`src/rtl/cdn_pkg.sv`:
```
// cdn_pkg: shared types, constants, reciprocals and tables of the calendar day converter
// no dependencies; used by every module under rtl
`timescale 1ns / 1ps

package cdn_pkg;

   typedef enum logic [1:0] {
      OP_TO_DAYS  = 2'd0,
      OP_TO_CIVIL = 2'd1,
      OP_EPOCH    = 2'd2
   } cdn_op_type;

   typedef struct packed {
      logic signed [16:0] year;
      logic [3:0]         month;
      logic [4:0]         day;
   } cdn_date_type;

   typedef struct packed {
      logic [4:0] hour;
      logic [5:0] minute;
      logic [5:0] second;
   } cdn_hms_type;

   // register stages from acceptance to the output register
   localparam int CDN_DEPTH         = 15;

   localparam int CDN_DAYS_PER_ERA  = 146097;
   localparam int CDN_DAYS_TO_EPOCH = 719468;
   // era biases keep every floor division on non-negative values
   localparam int CDN_CIVIL_ERAS    = 115;
   localparam int CDN_CIVIL_BIAS    = CDN_DAYS_TO_EPOCH + CDN_CIVIL_ERAS * CDN_DAYS_PER_ERA;
   localparam int CDN_YEAR_ERAS     = 82;
   localparam int CDN_YEAR_BIAS     = CDN_YEAR_ERAS * 400;
   localparam int CDN_DAYS_BIAS     = CDN_DAYS_TO_EPOCH + CDN_YEAR_ERAS * CDN_DAYS_PER_ERA;
   localparam int CDN_SEC_BIAS      = 2 * 86400;

   // ceil(2^k / d) reciprocals, exact over each operand range
   localparam longint unsigned CDN_RCP_675_HI = ((64'd1 << 27) + 64'd674) / 64'd675;
   localparam longint unsigned CDN_RCP_675_LO = ((64'd1 << 37) + 64'd674) / 64'd675;
   localparam longint unsigned CDN_RCP_ERA    = ((64'd1 << 44) + 64'd146096) / 64'd146097;
   localparam longint unsigned CDN_RCP_1460   = ((64'd1 << 29) + 64'd1459) / 64'd1460;
   localparam longint unsigned CDN_RCP_36524  = ((64'd1 << 34) + 64'd36523) / 64'd36524;
   localparam longint unsigned CDN_RCP_365    = ((64'd1 << 27) + 64'd364) / 64'd365;
   localparam longint unsigned CDN_RCP_400    = ((64'd1 << 26) + 64'd399) / 64'd400;
   localparam longint unsigned CDN_RCP_3600   = ((64'd1 << 29) + 64'd3599) / 64'd3600;
   localparam longint unsigned CDN_RCP_60     = ((64'd1 << 18) + 64'd59) / 64'd60;

   // first day of each month in a march-based year
   function automatic logic [8:0] cdn_month_start(input logic [3:0] mp);
      logic [8:0] r;
      unique case (mp)
         4'd0:    r = 9'd0;
         4'd1:    r = 9'd31;
         4'd2:    r = 9'd61;
         4'd3:    r = 9'd92;
         4'd4:    r = 9'd122;
         4'd5:    r = 9'd153;
         4'd6:    r = 9'd184;
         4'd7:    r = 9'd214;
         4'd8:    r = 9'd245;
         4'd9:    r = 9'd275;
         4'd10:   r = 9'd306;
         4'd11:   r = 9'd337;
         default: r = 9'd367;
      endcase
      return r;
   endfunction

   // civil month (0..15) to day of march-based year of its first day
   function automatic logic [8:0] cdn_day_base(input logic [3:0] month);
      logic [8:0] r;
      unique case (month)
         4'd0:    r = 9'd275;
         4'd1:    r = 9'd306;
         4'd2:    r = 9'd337;
         4'd3:    r = 9'd0;
         4'd4:    r = 9'd31;
         4'd5:    r = 9'd61;
         4'd6:    r = 9'd92;
         4'd7:    r = 9'd122;
         4'd8:    r = 9'd153;
         4'd9:    r = 9'd184;
         4'd10:   r = 9'd214;
         4'd11:   r = 9'd245;
         4'd12:   r = 9'd275;
         4'd13:   r = 9'd306;
         4'd14:   r = 9'd337;
         default: r = 9'd367;
      endcase
      return r;
   endfunction

   // yoe / 100 for yoe below 400
   function automatic logic [1:0] cdn_centuries(input logic [8:0] yoe);
      logic [1:0] r;
      priority if (yoe >= 9'd300) r = 2'd3;
      else if (yoe >= 9'd200)    r = 2'd2;
      else if (yoe >= 9'd100)    r = 2'd1;
      else                       r = 2'd0;
      return r;
   endfunction

endpackage

```
`src/rtl/cdn_days.sv`:
```
// cdn_days: five-stage civil date to day number datapath
// depends on cdn_pkg
`timescale 1ns / 1ps

module cdn_days (
   input  logic               clock,
   input  logic               advance,
   input  logic signed [15:0] in_year,
   input  logic [3:0]         in_month,
   input  logic [4:0]         in_day,
   output logic signed [24:0] day_number
);

   logic [16:0]        yb_in, yb_ff, yb_2_ff;
   logic signed [9:0]  doy_in, doy_ff, doy_2_ff, doy_3_ff;
   logic [34:0]        pe_ff;
   logic [7:0]         era_in, era_ff;
   logic [8:0]         yoe_ff;
   logic signed [18:0] doe_ff;
   logic [25:0]        eb_ff;
   logic signed [24:0] dn_ff;

   // january and february belong to the year before
   assign yb_in  = 17'(18'(in_year) - 18'(in_month <= 4'd2) + 18'(cdn_pkg::CDN_YEAR_BIAS));
   assign doy_in = 10'(cdn_pkg::cdn_day_base(in_month)) + 10'(in_day) - 10'd1;
   assign era_in = 8'(pe_ff >> 26);

   always_ff @(posedge clock) begin
      if (advance) begin
         yb_ff    <= yb_in;
         doy_ff   <= doy_in;

         pe_ff    <= 35'(yb_ff) * 35'(cdn_pkg::CDN_RCP_400);
         yb_2_ff  <= yb_ff;
         doy_2_ff <= doy_ff;

         era_ff   <= era_in;
         yoe_ff   <= 9'(yb_2_ff - 17'(era_in) * 17'd400);
         doy_3_ff <= doy_2_ff;

         doe_ff   <= 19'(yoe_ff) * 19'd365 + 19'(yoe_ff >> 2)
                     - 19'(cdn_pkg::cdn_centuries(yoe_ff)) + 19'(doy_3_ff);
         eb_ff    <= 26'(era_ff) * 26'(cdn_pkg::CDN_DAYS_PER_ERA);

         dn_ff    <= 25'(27'(eb_ff) + 27'(doe_ff) - 27'(cdn_pkg::CDN_DAYS_BIAS));
      end
   end

   assign day_number = dn_ff;

endmodule

```
`config.mk`:
```
export PLATFORM = sky130hd
export DESIGN_NAME = cdn_days
export DESIGN_NICKNAME = d
export VERILOG_FILES = /design/src/rtl/cdn_pkg.sv /design/src/rtl/cdn_days.sv
export SDC_FILE = /design/constraint.sdc
export NUM_CORES = 1
export LEC_CHECK = 0
export BUFFER_PORTS_ARGS = -buffer_cell sky130_fd_sc_hd__buf_2
export CAP_MARGIN = 40
export CORE_UTILIZATION = 40
export CTS_CLUSTER_DIAMETER = 150
export DETAILED_ROUTE_END_ITERATION = 12
export GPL_TIMING_DRIVEN = 0
export PLACE_DENSITY = 0.64
export SETUP_SLACK_MARGIN = 0.05
export SKIP_CTS_REPAIR_TIMING = 1
export SYNTH_ARGS = -nofsm -noshare
export SYNTH_HDL_FRONTEND = slang
export SYNTH_SLANG_ARGS = --single-unit
```
`constraint.sdc`:
```
create_clock -name clock -period 11.15 [get_ports clock]
set_input_delay 1.115 -clock clock [delete_from_list [all_inputs] [get_ports clock]]
set_output_delay 1.115 -clock clock [all_outputs]
set_load 0.05 [all_outputs]
```
Yosys cells after proc, flatten, opt, wreduce, memory -nomap -nowiden
Memories as Yosys holds them, arrays and structs flattened.
Index checks and enable logic that the tools add are counted.
Widths: inputs -> output; s select.

word-level totals
  memories kept = 1
  register bits after elaboration = 176
  bits of input ports = 27
  output and inout bits = 25
  memory bits (read-only) = 144
  word-level logic and storage cells = 34

memory list
  memory           words  width  rd ports  clocked after Yosys merged registers in  write ports  RTL line       text
  (no name shown)  16     9      1         0                                        0            cdn_pkg.sv:73  unique case (month)

operators by class
  $mul = 4
  magnitude comparators = 4
  add/subtract/negate cells = 10
  multiplexer cells = 4

operators by type and width
  cell                    count
  $mul 17x18->34 const B  1
  $add 25x25->25          1
  $mul 8x18->25 const B   1
  $sub 25x24->25 const B  1
  $add 18x7->19           1
  $add 19x19->19          1
  $sub 19x2->19           1
  $mul 9x9->18 const B    1
  $add 17x17->17 const B  1
  $sub 16x2->17           1
  $add 9x5->10            1
  $sub 10x1->10 const B   1
  $ge 9x7->1 const B      1
  $ge 9x8->1 const B      1
  $ge 9x9->1 const B      1
  $sub 9x9->9             1
  $mul 8x5->5 const B     1
  $mux 2                  3
  $le 4x2->1 const B      1
  $mux 1                  1

Depth between registers and ports, before layout
Gate-level depths: netlist of run 1.

  depth in word-level cells = 7
  gate-level depth with buffers = 25
  gate-level depth less buffers = 25

Worst setup path after synthesis of run 1
No wires, ideal clock.

  kind = register to register
  start = register yb_ff[15]
  end = register pe_ff[33], data pin
  period minus slack after synthesis = 5.464 ns
  library setup time = 0.268 ns
  required time = 10.882 ns
  path buffers = 0
  cell stages (with the launch flop) = 17
  slack = 5.686 ns
  arrival = 5.196 ns
  path through = edfxtp_1 > fa_1 > fa_1 > fa_1 > fa_1 > fa_1 > inv_1 > fa_1 > inv_1 > ha_1 > a21oi_1 > o211ai_1 > a221oi_2 > nand3_1 > a221oi_2 > o21a_1 > o211ai_1

between the ends
  cells in the longest elaborated chain, start to end = 1

RTL lines
  element                 RTL line        text
  start, declared         cdn_days.sv:14  logic [16:0] yb_in, yb_ff, yb_2_ff;
  start signal, assigned  cdn_days.sv:30  yb_ff <= yb_in;
  $mul 17x18->34          cdn_days.sv:33  pe_ff <= 35'(yb_ff) * 35'(cdn_pkg::CDN_RCP_400);
  end signal, assigned    cdn_days.sv:33
  end, declared           cdn_days.sv:16  logic [34:0] pe_ff;

No other way between the ends.
A chain may end at the register's enable or synchronous reset.

Worst setup path after layout of run 1
  start = register yb_ff[6]
  end = register pe_ff[33], data pin

Same word-level chain as after synthesis.

==> impl_metrics.json, run 1 <==
{
  "wl_per_cell_um": 14.1,
  "stdcell_count": 2365,
  "cp_top_family": "adder cells",
  "cp_data_arrival_time_ns": 6.49,
  "drc_errors": 0,
  "hpwl_mm": 28.1,
  "yosysWarningCount": 0,
  "hp-class": "register to register",
  "hold_depth": 0,
  "r2r-end": "pe_ff[33]",
  "syn_area_um2": 17900,
  "vias": 11300,
  "syn_nets": 2262,
  "cap_violations": 0,
  "synthArstFlopShare_pct": 0,
  "r2r_start": "yb_ff[6]",
  "grt_pass1_vias": 12000,
  "numCtsBuffers": 17,
  "syn_area_per_cell_um2": 10.6,
  "max_freq_mhz": 158,
  "slowest_stage": "edfxtp_1",
  "path_depth": 18,
  "finalSetupViolCount": 0,
  "ys.flop_type": "edfxtp_1",
  "wl_mm": 33.3,
  "ios": 52,
  "fillCellCount": 4168,
  "grt_pass1_wl_mm": 57.5,
  "drt_iter0_drc": 491,
  "whs_endpoint": "doy_3_ff[7]",
  "min_period_ns": 6.32,
  "crit_start": "yb_ff[6]",
  "fin_crit_sh_pct": 56.7,
  "synth_most_common_cell": "inv_1",
  "design.core.area_um2": 44200,
  "rsz0062_at_grt": "false",
  "grt-ovfl-total": 0,
  "clkSlewWorstSetupHoldPaths_ns": 0.07,
  "rr_worst_depth": 18,
  "synth_top_area_share_pct": 25.1,
  "synth.distinct_cells": 59,
  "drive_gt1_share_pct": 5.58,
  "rows": 77,
  "hold_viol_final": 0,
  "n_antenna_cell": 0,
  "ant_nets": 0,
  "placed_cells": 2333,
  "globalplace.congestion": 0.891,
  "routed_via_density": 4.77,
  "yosysTopAreaCell": "edfxtp_1",
  "cp-end-kind": "register",
  "cts_tree": "yes",
  "cts-root-buf": "clkbuf_16",
  "synth_common_cells": "453 x inv_1, 347 x ha_1, 197 x fa_1, 150 x edfxtp_1, 77 x a21oi_1",
  "path_common_cell": "fa_1",
  "ys_ff_latch": 150,
  "status": "completed",
  "path_max_fanout": 9,
  "worst_setup_path_start_kind": "register",
  "r2r_setup_slack_ns": 4.83,
  "numPortBuffers": 49,
  "synthToLayoutAreaGrowth_pct": 9.13,
  "cts.sinks": 150,
  "synthTopCellsByArea": "edfxtp_1 25%, ha_1 24%, fa_1 22%",
  "start_util_pct": 40.6,
  "clock_path_buffers": 2,
  "die_w_um": 214,
  "insertion_delay_ns": 0.45,
  "antenna_found_initial": 0,
  "grt_start_max_net_pins": 82,
  "fin_setup_tns_ns": 0,
  "max_slew_margin_pct": 48.1,
  "h-tree-depth": 4,
  "tightest_slew_ns": 0.778,
  "layout.nets": 2331,
  "track_usage_pct": 15.9,
  "synth_cells": 1691,
  "cpPeakStageDelay_ns": 0.67,
  "min_from": "doy_2_ff[7]",
  "slew_viol_final": 0,
  "fp.dieH_um": 214,
  "cp.required_ns": 11.33,
  "cp_cell_sequence": "inv_1 -> fa_1 -> fa_1 -> fa_1 -> inv_1 -> fa_1 -> fa_1 -> inv_1 -> fa_1 -> inv_1 -> ha_1 -> a21oi_1 -> o21ai_0 -> a221oi_2 -> nand3_1 -> a221oi_2 -> o21a_1 -> o211ai_1",
  "seq_area_frac_synth_pct": 25.1,
  "synth-edff-count": 150,
  "die-area_um2": 45700,
  "path_class": "register to register",
  "dr.pass1.iters": 5,
  "finClkSkew_ns": 0.0169,
  "worst-path-buf-inv": 4
}
-- logic make-up after synthesis --
kind of cell               share of synthesized area [%]
muxes                                              0.349
DFF                                                 25.1
buffers and inverters                               9.63
and+or+nand+nor                                     5.29
xor gates and xnor gates                            4.59
AOI/OAI and AO/OA                                   8.88
adders and majority gates                           46.2
-- worst max path at each step --
stage | endpoint | slack [ns]
final | pe_ff[33] | 4.83
after floorplan | pe_ff[33] | 5.69
after global placement | pe_ff[33] | 4.89
after CTS | pe_ff[33] | 4.80
after detailed placement | pe_ff[33] | 4.83
after global routing | pe_ff[33] | 4.48
-- routing by layer --
| metal | vias to the layer above | track usage, % | routed length [um] |
|---|---|---|---|
| met1 | 5419 | 19.5 | 14800 |
| li1 | 5682 | - | - |
| met3 | 42 | 2.39 | 860 |
| met5 | - | 0 | 0 |
| met4 | 0 | 4.83 | 572 |
| met2 | 145 | 28.9 | 17000 |
-- worst reg2reg max path: stages (launching register included) --
cell and delay [ns]:
edfxtp_1 0.67, inv_1 0.23, fa_1 0.48, fa_1 0.48
fa_1 0.53, inv_1 0.05, fa_1 0.48, fa_1 0.55
inv_1 0.05, fa_1 0.53, inv_1 0.04, ha_1 0.32
a21oi_1 0.15, o21ai_0 0.14, a221oi_2 0.41, nand3_1 0.18
a221oi_2 0.44, o21a_1 0.23, o211ai_1 0.11
-- flip-flops by register name (all words and copies together) (netlist names) --
name,flops
era_ff,8
yb_ff,17
eb_ff,25
doy_ff,10
day_number,25
doy_3_ff,10
yb_2_ff,9
yoe_ff,9
doe_ff,19
doy_2_ff,10
pe_ff,8
-- per-stage QoR --
step	hold WS, ns	util, %	instance area, um^2	worst slack [ns]
after floorplan	0.400	-	17900	5.69
after global placement	0.401	42.8	18900	4.89
after detailed placement	0.405	42.9	19000	4.83
after CTS	0.413	44.3	19600	4.80
after global routing	0.415	44.3	19600	4.48
final	0.410	44.3	19600	4.83
-- cell usage in the layout, fill, tap and decap left out, types with 10 or more instances in the layout --
cell type,count
ha_1,347
nand2_1,45
o211ai_1,10
clkbuf_16,17
fa_1,197
nor2b_1,12
inv_1,453
o21a_1,13
a21oi_1,77
nor3_1,15
nor2_1,59
buf_2,49
edfxtp_1,150
xnor2_1,76
a31oi_1,12
a21o_1,31
o21ai_0,40
xor2_1,18
nand3_1,19
-- cell type report --
class	instances	area, um^2	area share, %
multi-input combinational	1081	11700	59.8
sequential	150	4500	23.0
inverter	453	1700	8.68
tap	592	741	3.78
clock buffer	18	429	2.19
timing repair buffer	50	279	1.42
clock inverter	14	189	0.965
buffer	7	27.5	0.141
Power of run 1 is not shown: default switching activity piles up to over one toggle a cycle in this logic, so the estimate is an artifact.
==> run 2, diff against run 1 <==
PLACE_DENSITY = 0.66   (was 0.64)
clock period = 5.29 ns   (was 11.15 ns; I/O delays follow)
==> run 2 against run 1 <==
Against the previous run: the run now ends with negative setup slack left; fmax rose by 10%; global-route usage barely moved; wire length rose by 3.8%; die area did not move; first-iteration DRC count rose by 3.7%; via count rose by 3.5%; worst setup slack got worse by 5.3 ns; critical path depth rose by 1; cell area rose by 4.3%; hold slack got worse by 0.025 ns; critical path type unchanged; highest routed layer unchanged.
==> impl_metrics.json, run 2 (same netlist as run 1, synthesis figures left out) <==
{
  "status": "complete, but fails checks",
  "violations": "negative setup slack",
  "r2r_setup_slack_ns": -0.43,
  "path_max_fanout": 4,
  "r2r-end": "pe_ff[28]",
  "finClkSkew_ns": 0.0146,
  "hold_depth": 2,
  "globalplace.congestion": 0.902,
  "stdcell_count": 2439,
  "ant_nets": 0,
  "clkSlewWorstSetupHoldPaths_ns": 0.07,
  "cap_violations": 0,
  "path_class": "register to register",
  "die-area_um2": 45700,
  "cp_cell_sequence": "buf_6 -> fa_2 -> fa_2 -> inv_1 -> fa_1 -> fa_2 -> fa_1 -> inv_1 -> fa_1 -> inv_1 -> ha_4 -> a21oi_4 -> o21ai_2 -> a221oi_4 -> nand3_2 -> a221oi_4 -> buf_4 -> o21ai_2 -> xnor2_1",
  "wl_mm": 34.5,
  "crit_start": "yb_ff[7]",
  "start_util_pct": 40.6,
  "design.core.area_um2": 44200,
  "fp.dieH_um": 214,
  "max_freq_mhz": 175,
  "layout_common_cells": "439 x inv_1, 335 x ha_1, 187 x fa_1",
  "cpPeakStageDelay_ns": 0.53,
  "cp-end-kind": "register",
  "die_w_um": 214,
  "h-tree-depth": 4,
  "max_slew_margin_pct": 46.8,
  "final_common_cell": "inv_1",
  "clock_path_buffers": 2,
  "routed_via_density": 4.79,
  "numCtsBuffers": 17,
  "insertion_delay_ns": 0.46,
  "ios": 52,
  "dr.pass1.iters": 5,
  "rsz0062_at_grt": "true",
  "finalSetupViolCount": 8,
  "cts.sinks": 150,
  "cts_tree": "yes",
  "min_period_ns": 5.72,
  "hold_viol_final": 0,
  "hp-class": "input port to register",
  "wl_per_cell_um": 14.1,
  "slew_viol_final": 0,
  "fin_util_pct": 46.2,
  "min_from": "in_year[15]",
  "hpwl_mm": 28.2,
  "fin_crit_sh_pct": 108,
  "cp.required_ns": 5.49,
  "rr_worst_depth": 19,
  "track_usage_pct": 16.0,
  "r2r_start": "yb_ff[7]",
  "worst_setup_path_start_kind": "register",
  "n_antenna_cell": 0,
  "tightest_slew_ns": 0.799,
  "layout.nets": 2406,
  "grt-ovfl-total": 0,
  "vias": 11700,
  "slowest_stage": "fa_2",
  "synthToLayoutAreaGrowth_pct": 13.9,
  "grt_pass1_wl_mm": 57.1,
  "grt_start_max_net_pins": 86,
  "drt_iter0_drc": 509,
  "cp_data_arrival_time_ns": 5.92,
  "drive_gt1_share_pct": 12.3,
  "whs_endpoint": "yb_ff[16]",
  "antenna_found_initial": 0,
  "placed_cells": 2333,
  "numPortBuffers": 49,
  "worst_slack_ns": -0.431,
  "cts-root-buf": "clkbuf_16",
  "rows": 77,
  "drc_errors": 0,
  "grt_pass1_vias": 12200,
  "fillCellCount": 4037
}
[run 2: changes by cell type in the layout (fill, tap and decap cells not counted), sizes merged]
cell and change:
bufinv -1, clkbuf -1, clkinvlp +2, buf +75, inv -1
[run 2: cell type report]
class | count | area [um^2] | share of cell area [%]
Buffer | 7 | 27.5 | 0.135
Clock buffer | 17 | 425 | 2.08
Clock inverter | 14 | 150 | 0.735
Inverter | 453 | 1700 | 8.32
Multi-Input combinational cell | 1081 | 12000 | 58.8
Sequential cell | 150 | 4500 | 22.0
Tap cell | 592 | 741 | 3.62
Timing Repair Buffer | 125 | 865 | 4.23
[run 2: how the worst max path moves through the flow]
stage                end  slack, ns  cells after the start
4_1_cts        pe_ff[31]      -0.86                     17
5_1_grt        pe_ff[30]      -0.60                     18
3_3_place_gp   pe_ff[31]      -0.80                     17
2_1_floorplan  pe_ff[33]       0.03                     16
6_report       pe_ff[28]      -0.43                     19
3_5_place_dp   pe_ff[30]      -0.82                     18
[run 2: through the flow]
step           hold WS, ns  cell area (um^2)  TNS, ns  worst slack (ns)
4_1_cts              0.359             19600    -6.24            -0.864
3_5_place_dp         0.405             19000    -5.96            -0.825
2_1_floorplan        0.400             18000        0            0.0348
3_3_place_gp         0.401             19000    -5.46            -0.797
5_1_grt              0.367             20400    -4.17            -0.604
6_report             0.385             20400    -2.70            -0.431
[run 2: metal layers]
layer | global-route usage, % | routed length (um) | vias up
li1 | - | - | 5813
met1 | 18.9 | 14900 | 5645
met2 | 28.9 | 17800 | 169
met3 | 2.46 | 900 | 57
met4 | 6.53 | 968 | 0
met5 | 0 | 0 | -
[run 2: worst max-delay path, delay by kind of cell, from the launching register on]
family | cells | cell delay (ns)
adders and majority gates | 7 | 3.18
AOI/OAI and AO/OA | 5 | 0.97
buffers and inverters | 5 | 0.53
DFF | 1 | 0.51
and+or+nand+nor | 1 | 0.14
xor gates and xnor gates | 1 | 0.12
Power of run 2 is left out for the same reason.
==> run 3, diff against run 2 <==
CTS_BUF_LIST = sky130_fd_sc_hd__clkbuf_4 sky130_fd_sc_hd__clkbuf_8   (was unset)
HOLD_SLACK_MARGIN = 0.06   (was unset)
MAX_ROUTING_LAYER = met4   (was unset)
==> run 3 against run 2 <==
Against the previous run: the run still ends with negative setup slack left; sequential cell count did not move; die area did not move; non-clock buffer count fell by 6; cell count fell by 0.29%; clock skew rose by 0.0065 ns; register-to-register slack improved by 0.07 ns; fmax rose by 1.2%; sequential share of layout area rose by 0.25 points; hold slack got worse by 0.016 ns; cell area fell by 1.1%; largest cell class unchanged; highest routed layer unchanged.
==> impl_metrics.json, run 3 (same netlist as run 1, synthesis figures left out) <==
{
  "drc_errors": 0,
  "hold_viol_final": 0,
  "min_period_ns": 5.65,
  "numCtsBuffers": 17,
  "antenna_found_initial": 0,
  "worst_slack_ns": -0.365,
  "cpPeakStageDelay_ns": 0.67,
  "path_max_fanout": 5,
  "cap_violations": 0,
  "slew_viol_final": 0,
  "r2r_setup_slack_ns": -0.36,
  "violations": "negative setup slack",
  "insertion_delay_ns": 0.48,
  "drive_gt1_share_pct": 12.0,
  "layout.nets": 2400,
  "track_usage_pct": 16.0,
  "wl_per_cell_um": 14.1,
  "rows": 77,
  "die_w_um": 214,
  "status": "complete, but fails checks",
  "fp.dieH_um": 214,
  "dp_worst_setup_slack_ns": -0.835,
  "ios": 52,
  "cts_tree": "yes",
  "numPortBuffers": 49,
  "holdWs_ns": 0.369,
  "cts.sinks": 150,
  "worst_setup_path_start_kind": "register",
  "path_common_cell": "fa_2",
  "design.core.area_um2": 44200,
  "h-tree-depth": 4,
  "cp.required_ns": 5.51,
  "slowest_stage": "fa_2",
  "grt-ovfl-total": 0,
  "cts-root-buf": "clkbuf_8",
  "fillCellCount": 4016,
  "placed_cell_area_um2": 19000,
  "drt_iter0_drc": 600,
  "cp_data_arrival_time_ns": 5.87,
  "fin_area_um2": 20200,
  "tightest_slew_ns": 0.795,
  "hpwl_mm": 28.0,
  "clkSlewWorstSetupHoldPaths_ns": 0.08,
  "start_util_pct": 40.6,
  "routed_via_density": 4.76,
  "max_freq_mhz": 177,
  "wl_mm": 34.2,
  "die-area_um2": 45700,
  "vias": 11600,
  "max_slew_margin_pct": 47.0,
  "n_antenna_cell": 0,
  "final_common_cell": "inv_1",
  "fin_crit_sh_pct": 107,
  "grt_start_max_net_pins": 86,
  "finClkSkew_ns": 0.0211,
  "dr.pass1.iters": 5,
  "cp_top_family": "adder cells",
  "path_class": "register to register",
  "synthToLayoutAreaGrowth_pct": 12.6,
  "grt_pass1_wl_mm": 55.8,
  "hp-class": "input port to register",
  "clock_path_buffers": 2,
  "worst-path-buf-inv": 3,
  "ant_nets": 0,
  "finalSetupViolCount": 8,
  "cp-end-kind": "register",
  "cp_cell_sequence": "fa_2 -> fa_2 -> fa_2 -> fa_2 -> fa_1 -> inv_1 -> fa_1 -> inv_1 -> ha_2 -> a21oi_2 -> o211ai_1 -> a221oi_2 -> buf_4 -> nand3_4 -> a221oi_4 -> o21a_1 -> o211ai_1",
  "rsz0062_at_grt": "true",
  "grt_pass1_vias": 11900,
  "globalplace.congestion": 0.929,
  "layout_common_cells": "443 x inv_1, 330 x ha_1, 189 x fa_1"
}
==> run 3: changes by cell type in the layout (fill, tap and decap cells not counted), sizes merged <==
cell      delta
clkinvlp     -1
clkinv       -2
clkbuf       +2
buf          -6
bufinv       +2
inv          -2
==> run 3: final cells by class <==
| cell class | instances | area, um^2 | share of cell area [%] |
|---|---|---|---|
| well taps | 592 | 741 | 3.67 |
| repair buffers | 119 | 808 | 4.00 |
| clock buffers | 19 | 249 | 1.23 |
| flip-flops and latches | 150 | 4500 | 22.3 |
| inverters | 453 | 1700 | 8.42 |
| plain buffers | 7 | 27.5 | 0.136 |
| multi-input cells | 1081 | 12000 | 59.4 |
| clock inverters | 11 | 174 | 0.861 |
==> run 3: worst paths after layout <==
check	startpoint	end	depth (start not counted)
setup / recovery	yb_ff[9]	pe_ff[33]	17
hold / removal	in_year[15]	yb_ff[16]	2
setup reg to reg	yb_ff[9]	pe_ff[33]	17
hold reg to reg	doy_ff[8]	doy_2_ff[8]	0
==> run 3: metrics by stage <==
stage                     instances  TNS, ns  utilization, %
after CTS                      2363    -6.36            44.0
after global routing           2432    -3.37            45.7
final                          2432    -2.00            45.7
after global placement         2332    -5.69            43.0
after detailed placement       2333    -6.21            43.0
after floorplan                1691        0               -
==> run 3: metal layers <==
layer	share of wire, %	vias up	GRT usage [%]	routed length [um]
met5	0	-	-	0
met4	2.0	0	5.05	692
met3	2.2	35	2.52	753
met2	52	144	28.7	17800
met1	44	5590	18.0	14900
li1	-	5809	-	-
Power of run 3 is left out for the same reason.
